`src/rtl/dep_pkg.sv`:
```
package dep_pkg;

    // event word codes
    localparam logic [15:0] END_WORD = 16'hFF00;

    // multiplicity cap
    localparam int MAX_MULT = 40;
    localparam int MULT_W = 6;
    localparam logic [MULT_W-1:0] MAX_MULT_C = MULT_W'(MAX_MULT);

    // station and count limits
    localparam logic [10:0] LAST_ENERGY_STATION = 11'd9;
    localparam logic [4:0] TIME_COUNT_DEFAULT = 5'd16;
    localparam logic [3:0] ENERGY_COUNT_LIMIT = 4'd3;
    localparam logic [4:0] WORDS_MAX = 5'd31;

    // result kinds
    localparam logic KIND_ENERGY = 1'b0;
    localparam logic KIND_SUMMARY = 1'b1;

    typedef struct packed {
        logic [10:0]       station;
        logic [4:0]        group_words;
        logic [4:0]        expected_words;
        logic [MULT_W-1:0] energy_count;
        logic              bad_flag;
    } dep_state_t;

    typedef struct packed {
        logic              valid;
        logic              kind;
        logic [12:0]       energy;
        logic [MULT_W-1:0] slot;
        logic [MULT_W-1:0] multiplicity;
        logic              bad_event;
    } dep_result_t;

endpackage

```
`src/rtl/detector_event_parser.sv`:
```
// path: an accepted word goes into the input register, is decoded, and lands in the result register
// throughput: one word per cycle while the output is not stalled, set by the single decode stage
//   between the input register and the result register
// a stalled output holds the result and, while the input register holds a word, stalls the input
// reset clears the event state, the input stage valid and the output valid
module detector_event_parser
(
    input  logic                        clk,
    input  logic                        rst_n,
    input  logic                        in_valid,
    output logic                        in_stall,
    input  logic [15:0]                 word,
    output logic                        out_valid,
    input  logic                        out_stall,
    output logic                        kind,
    output logic [12:0]                 energy,
    output logic [dep_pkg::MULT_W-1:0]  slot,
    output logic [dep_pkg::MULT_W-1:0]  multiplicity,
    output logic                        bad_event
);

    logic                 in_valid_reg;
    logic [15:0]          word_reg;
    dep_pkg::dep_state_t  state_reg;
    dep_pkg::dep_state_t  state_next;
    dep_pkg::dep_result_t result_next;
    dep_pkg::dep_result_t result_reg;
    logic                 out_free;
    logic                 advance;

    // handshake control
    assign out_free = !result_reg.valid || !out_stall;
    assign advance = in_valid_reg && out_free;
    assign in_stall = in_valid_reg && !out_free;

    // input register
    always_ff @(posedge clk or negedge rst_n)
    begin
        if (!rst_n)
        begin
            in_valid_reg <= 1'b0;
        end
        else if (!in_stall)
        begin
            in_valid_reg <= in_valid;
        end
    end

    always_ff @(posedge clk)
    begin
        if (in_valid && !in_stall)
        begin
            word_reg <= word;
        end
    end

    // decode
    dep_decode u_decode
    (
        .word       (word_reg),
        .state      (state_reg),
        .state_next (state_next),
        .result     (result_next)
    );

    // event state
    always_ff @(posedge clk or negedge rst_n)
    begin
        if (!rst_n)
        begin
            state_reg <= '0;
        end
        else if (advance)
        begin
            state_reg <= state_next;
        end
    end

    // result register
    always_ff @(posedge clk or negedge rst_n)
    begin
        if (!rst_n)
        begin
            result_reg <= '0;
        end
        else if (out_free)
        begin
            result_reg <= advance ? result_next : '0;
        end
    end

    assign out_valid = result_reg.valid;
    assign kind = result_reg.kind;
    assign energy = result_reg.energy;
    assign slot = result_reg.slot;
    assign multiplicity = result_reg.multiplicity;
    assign bad_event = result_reg.bad_event;

`ifndef ASSERT_OFF
    // energy slots stay below the cap
    assert property (@(posedge clk) disable iff (!rst_n)
        (out_valid && (kind == dep_pkg::KIND_ENERGY)) |-> (slot < dep_pkg::MAX_MULT_C))
        else $error("energy slot at or above cap");

    // a bad event reports zero multiplicity
    assert property (@(posedge clk) disable iff (!rst_n)
        (out_valid && (kind == dep_pkg::KIND_SUMMARY) && bad_event) |-> (multiplicity == '0))
        else $error("bad event with nonzero multiplicity");

    // energy count never passes the cap
    assert property (@(posedge clk) disable iff (!rst_n)
        state_reg.energy_count <= dep_pkg::MAX_MULT_C)
        else $error("energy count above cap");

    // input stalls only behind a held result
    assert property (@(posedge clk) disable iff (!rst_n)
        in_stall |-> (out_valid && out_stall && in_valid_reg))
        else $error("input stalled without output backpressure");

    // a summary clears the event state
    assert property (@(posedge clk) disable iff (!rst_n)
        (advance && result_next.valid && (result_next.kind == dep_pkg::KIND_SUMMARY))
        |=> (state_reg == '0))
        else $error("state not cleared after summary");
`endif

endmodule

```
`src/rtl/dep_decode.sv`:
```
module dep_decode
(
    input  logic [15:0]        word,
    input  dep_pkg::dep_state_t  state,
    output dep_pkg::dep_state_t  state_next,
    output dep_pkg::dep_result_t result
);

    logic [10:0] hdr_station;
    logic [4:0]  hdr_count;

    assign hdr_station = word[10:0];

    // classify the word and work out the next state and any result
    always_comb
    begin
        state_next = state;
        result = '0;
        hdr_count = {1'b0, word[14:11]};
        priority if (word == dep_pkg::END_WORD)
        begin
            // end of event: summary, then clear
            result.valid = 1'b1;
            result.kind = dep_pkg::KIND_SUMMARY;
            result.multiplicity = state.bad_flag ? '0 : state.energy_count;
            result.bad_event = state.bad_flag;
            state_next = '0;
        end
        else if (word[15])
        begin
            // station header checks
            if ((state.group_words != state.expected_words) ||
                (hdr_station <= state.station))
            begin
                state_next.bad_flag = 1'b1;
            end
            if (hdr_station > dep_pkg::LAST_ENERGY_STATION)
            begin
                if (hdr_count == 5'd0)
                begin
                    hdr_count = dep_pkg::TIME_COUNT_DEFAULT;
                end
            end
            else if (word[14:11] > dep_pkg::ENERGY_COUNT_LIMIT)
            begin
                state_next.bad_flag = 1'b1;
            end
            state_next.station = hdr_station;
            state_next.group_words = 5'd0;
            state_next.expected_words = hdr_count;
        end
        else
        begin
            // data word: saturating group count, energy while under the cap at an energy station
            if (state.group_words < dep_pkg::WORDS_MAX)
            begin
                state_next.group_words = state.group_words + 5'd1;
            end
            if ((state.energy_count < dep_pkg::MAX_MULT_C) &&
                (state.station <= dep_pkg::LAST_ENERGY_STATION))
            begin
                result.valid = 1'b1;
                result.kind = dep_pkg::KIND_ENERGY;
                result.energy = word[12:0];
                result.slot = state.energy_count;
                result.bad_event = state.bad_flag;
                state_next.energy_count = state.energy_count + dep_pkg::MULT_W'(1);
            end
        end
    end

endmodule

```
`config.mk`:
```
export PLATFORM = sky130hd
export DESIGN_NAME = detector_event_parser
export DESIGN_NICKNAME = d
export VERILOG_FILES = /design/src/rtl/dep_pkg.sv /design/src/rtl/detector_event_parser.sv /design/src/rtl/dep_decode.sv
export SDC_FILE = /design/constraint.sdc
export NUM_CORES = 1
export LEC_CHECK = 0
export ABC_AREA = 1
export BUFFER_PORTS_ARGS = -buffer_cell sky130_fd_sc_hd__buf_4
export CAP_MARGIN = 20
export CORE_MARGIN = 2
export CORE_UTILIZATION = 50
export CTS_CLUSTER_DIAMETER = 50
export DETAILED_ROUTE_END_ITERATION = 8
export PLACE_DENSITY = 0.72
export SETUP_SLACK_MARGIN = 0.3
export SYNTH_ARGS = -nofsm -noshare
export SYNTH_HDL_FRONTEND = slang
export SYNTH_SLANG_ARGS = --single-unit
```
`constraint.sdc`:
```
create_clock -name clk -period 3.4 [get_ports clk]
set_input_delay 0.51 -clock clk [delete_from_list [all_inputs] [get_ports clk]]
set_output_delay 0.51 -clock clk [all_outputs]
set_load 0.05 [all_outputs]
```
== Word level (Yosys, flattened, before mapping) ==
Cells that the tools add are included.
Word-level totals
  output and inout port bits: 29
  flip-flop bits (word level): 73
Cells by class
  add/subtract/negate cells: 2
  equal/unequal tests: 3
  order comparisons: 6
  reduce and logical (&&, ||, !) cells: 17
  multiplexer cells: 23
Operators by type and width (count)
  2-to-1 mux 28 bit: 2
  2-to-1 mux 21 bit: 2
  2-to-1 mux 5 bit: 5
  2-to-1 mux 6 bit: 4
  2-to-1 mux 19 bit: 1
  == test 16 bit, second input constant: 1
  greater-than comparator 11 x 4 -> 1 bit, second input constant: 1
  <= comparator 11 bit: 1
  <= comparator 11 x 4 -> 1 bit, second input constant: 1
  2-to-1 mux 11 bit: 1
  2-to-1 mux 1 bit: 7
  adder 6 x 1 -> 6 bit, second input constant: 1
  < comparator 6 bit, second input constant: 1
  adder 5 x 1 -> 5 bit, second input constant: 1
  < comparator 5 bit, second input constant: 1
  != test 5 bit: 1
  greater-than comparator 4 x 2 -> 1 bit, second input constant: 1
  logical AND 1 bit: 4
  zero test 1 bit: 4
  zero test 4 bit: 1
  AND reduction 2 bit: 2
  nonzero test 2 bit: 2
  AND reduction 3 bit: 1
  nonzero test 3 bit: 1
  3 further kinds: 4

== Longest topological paths before layout ==
  word-level depth: 7
  depth in mapped cells: 11

== Cells and area by module ==
A second synthesis with hierarchy kept.
Unflattened totals
  cells, all modules: 516
  area total of the unflattened synthesis: 4076.4 µm²
By module, submodules not included
  detector_event_parser: cells each 265, area each 2748.9 µm², times used 1
  dep_decode: cells each 251, area each 1327.5 µm², times used 1

== Worst setup path after synthesis ==
Ideal clock, no wire load.
  path kind: register to output
  from: reg result_reg, in the netlist out_valid
  to: out in_stall
  required time: 2890 ps
  buffers on the path: 0
  data arrival time: 1484 ps
  stages on the path, launching flop included: 3
  slack: 1406 ps
  cell sequence: dfrtp_1 -> nand2_2 -> nor2_1
On the way
  word-level cells in the longest chain between the ends: 4
RTL lines
  from (decl): RTL line detector_event_parser.sv:27  | dep_pkg::dep_result_t result_reg;
  from (signal assigned): RTL line detector_event_parser.sv:88  | result_reg <= advance ? result_next : '0;
  zero test 1 bit: RTL line detector_event_parser.sv:32  | assign out_free = !result_reg.valid || !out_stall;
  logical OR 1 bit: RTL line detector_event_parser.sv:32
  zero test 1 bit: RTL line detector_event_parser.sv:34  | assign in_stall = in_valid_reg && !out_free;
  logical AND 1 bit: RTL line detector_event_parser.sv:34
  to (decl): RTL line detector_event_parser.sv:11  | output logic in_stall,
No other way between the ends.

== Worst setup path in the final report ==
  from: reg word_reg[15]
  to: reg state_reg[1] (netlist bit)
On the way
  word-level cells in the longest chain between the ends: 3
RTL lines
  from (decl): RTL line detector_event_parser.sv:23  | logic [15:0] word_reg;
  from (signal assigned): RTL line detector_event_parser.sv:53  | word_reg <= word;
  == test 16 bit: RTL line dep_decode.sv:20  | priority if (word == dep_pkg::END_WORD)
  != test 2 x 1 -> 1 bit (no line) / nonzero test 2 bit (equally long branches)
  AND reduction 3 bit (no line)
  to (signal assigned): RTL line detector_event_parser.sv:75  | state_reg <= state_next;
  to (decl): RTL line detector_event_parser.sv:24  | dep_pkg::dep_state_t state_reg;
Several ways; a longest one is shown, not always the timed one.
A chain may end at the register's enable or synchronous reset.

==> flow_metrics.tcl <==
set metrics [dict create \
    clock_latency_ns 0.34 \
    vdd_drop_max_uv 327 \
    leakagePower_nw 1.96 \
    yosysSeqAreaShare_pct 57.1 \
    ctsRootBufferMaster "clkbuf_8" \
    cp-end-kind "register" \
    wl_met2_mm 3.07 \
    grt_antenna_before_repair 0 \
    met3_length_um 426 \
    yosys.area.top_type_share_pct 42.7 \
    ios 49 \
    initial_core_util_pct 52.0 \
    largest_register_ffs 28 \
    ys_warn_count 0 \
    final_cell_count_no_fill 477 \
    period_needed_ns 1.73 \
    wl_mm 6.85 \
    cts_buffers 9 \
    hp-class "in2async" \
    port_buffers 48 \
    rsz0062_at_grt "no" \
    reg2reg_slack_ns 1.67 \
    worst_setup_path_start_kind "register" \
    reg2reg_to "state_reg[1]" \
    yosysTopAreaCell "dfrtp_1" \
    grt_max_degree 58 \
    wl_met1_mm 3.24 \
    vias 2538 \
    diodes 0 \
    synth-edff-count 16 \
    synth_cell_types 35 \
    grt_pass1_wl_mm 11.5 \
    yosys-top-cells-area "dfrtp_1, edfxtp_1, nand2_1, o21ai_0, ha_1" \
    antenna_left 0 \
    track_usage_pct 20.4 \
    avgSynthCellArea_um2 9.74 \
    top_layer_used "met4" \
    async_reset_ff_share_pct 78.1 \
    maxSlewViolCount 0 \
    hpwlAfterDp_mm 5.01 \
    drc 6 \
    fill_cells 541 \
    clock-sinks 73 \
    critPathKind "reg2reg" \
    htree_levels 3 \
    synthCells 343 \
    synth-seq-cells 73 \
    dpl.cell_count 461 \
    globalplace.congestion 0.891 \
    r2r_cells 7 \
    status "finished with violations" \
    syn-cell-area_um2 3340 \
    failed_checks "design-rule violations" \
    viasPerCell 5.32 \
    ctsResizeCount 0 \
    area_growth_pct 17.8 \
    p_per_area_nw_per_um2 480 \
    hold_viol_final 0 \
    wire_per_inst_um 14.4 \
    power.total_mw 1.89 \
    cp.required_ns 3.67 \
    cap_violations 0 \
    num_rows 29 \
    period_share_pct 51.0 \
    setup_viol 0 \
    post-synth-top-count-cell "nand2_1" \
    slew_headroom_pct 52.5 \
    core_area_um2 6420 \
    grt.overflow.total 0 \
    dieWidth_um 85.7 \
    syn_nets 376 \
    dr.first_iter.drc_count 173 \
    die_h_um 85.7 \
    drive_above_1_share_pct 20.0 \
    nets 428 \
    worstPathArrival_ns 2.00 \
    critPathMaxFanout 12 \
    cts.clk_slew.worst_paths_ns 0.07 \
    dieArea_um2 7350 \
    cts_buffer_depth 2 \
    cts_tree "done" \
    post_cts_buffers 0 \
    synthTopCellsByCount "nand2_1, dfrtp_1, inv_1, o21ai_0, nor2_1" \
    drt-pass1-iter-count 7 \
    grt_pass1_vias 2414 \
    worst_pin_slew_ns 0.713 \
    setup_tns_ns 0 \
    fmax_ghz 0.577 \
    synthFlopType "dfrtp_1" \
    reg2reg_from "word_reg[15]" \
    ctsHoldBuffers 0 \
    clock_skew_ns 0.00614 \
]
## cells by family after synthesis
logic type	synth area share (%)
and+or+nand+nor	18.7
AOI/OAI and AO/OA	10.7
adders and majority gates	4.87
DFF	57.1
xor gates and xnor gates	2.36
buffers and inverters	6.29
## power breakdown
group | leakage [nW] | switching [mW] | internal (mW)
Sequential | 0.913 | 0.0620 | 0.955
Clock | 0.104 | 0.313 | 0.324
Combinational | 0.942 | 0.143 | 0.0941
## worst max path at each step
stage | from | endpoint | slack [ns] | depth (start not counted)
6_report | word_reg[15] | state_reg[1] | 1.67 | 7
5_1_grt | word_reg[15] | state_reg[2] | 1.49 | 7
4_1_cts | word_reg[15] | state_reg[1] | 1.67 | 7
3_5_place_dp | out_stall | energy[6] | 1.46 | 4
3_3_place_gp | out_stall | slot[0] | 1.49 | 4
2_1_floorplan | out_valid | in_stall | 1.41 | 2
## layer usage
metal  GRT usage, %  vias up
met5              0        -
met4           7.65        0
met3           5.49        9
met2           30.6       85
met1           28.7     1187
li1               -     1257
## metrics by stage
stage / util [%] / setup WS, ns / area (um^2) / hold WS (ns)
6_report: 61.3 / 1.67 / 3940 / 0.210
5_1_grt: 61.3 / 1.49 / 3940 / 0.276
4_1_cts: 61.3 / 1.67 / 3940 / 0.235
3_5_place_dp: 58.3 / 1.46 / 3750 / 0.469
3_3_place_gp: 58.3 / 1.49 / 3750 / 0.467
2_1_floorplan: - / 1.41 / 3340 / 0.214
## layout make-up
type                            count  area (um^2)  share of cell area (%)
Sequential cell                    73         1910                    48.4
Inverter                           40          153                    3.88
Tap cell                           77         96.3                    2.45
Multi-Input combinational cell    222         1220                    31.1
Clock inverter                      5         26.3                   0.668
Clock buffer                       11          163                    4.13
Timing Repair Buffer               49          368                    9.35
## cells in the final DEF, fill, tap and decap left out, types with 3 or more instances in the layout
cell	Yosys	routed
nor3_1	3	3
inv_2	3	3
o22ai_1	3	3
nand4_1	12	12
nor2_1	18	18
o21ai_1	6	6
nand2_1	82	82
a21oi_1	5	5
o21ai_0	33	33
clkbuf_8	0	10
inv_1	35	35
nand3_1	12	12
xor2_1	7	7
ha_1	13	13
buf_4	1	49
dfrtp_1	57	57
nand2_2	4	4
clkinv_2	0	4
edfxtp_1	16	16
a22o_1	9	9
## worst max-delay path: stages, from the launching register on
cell      delay (ns)
edfxtp_1        0.48
inv_1           0.20
nand4_1         0.13
nor2_1          0.22
nand2_2         0.22
inv_2           0.24
nor2_2          0.06
a21oi_2         0.12
(Power assumes the default switching activity.)
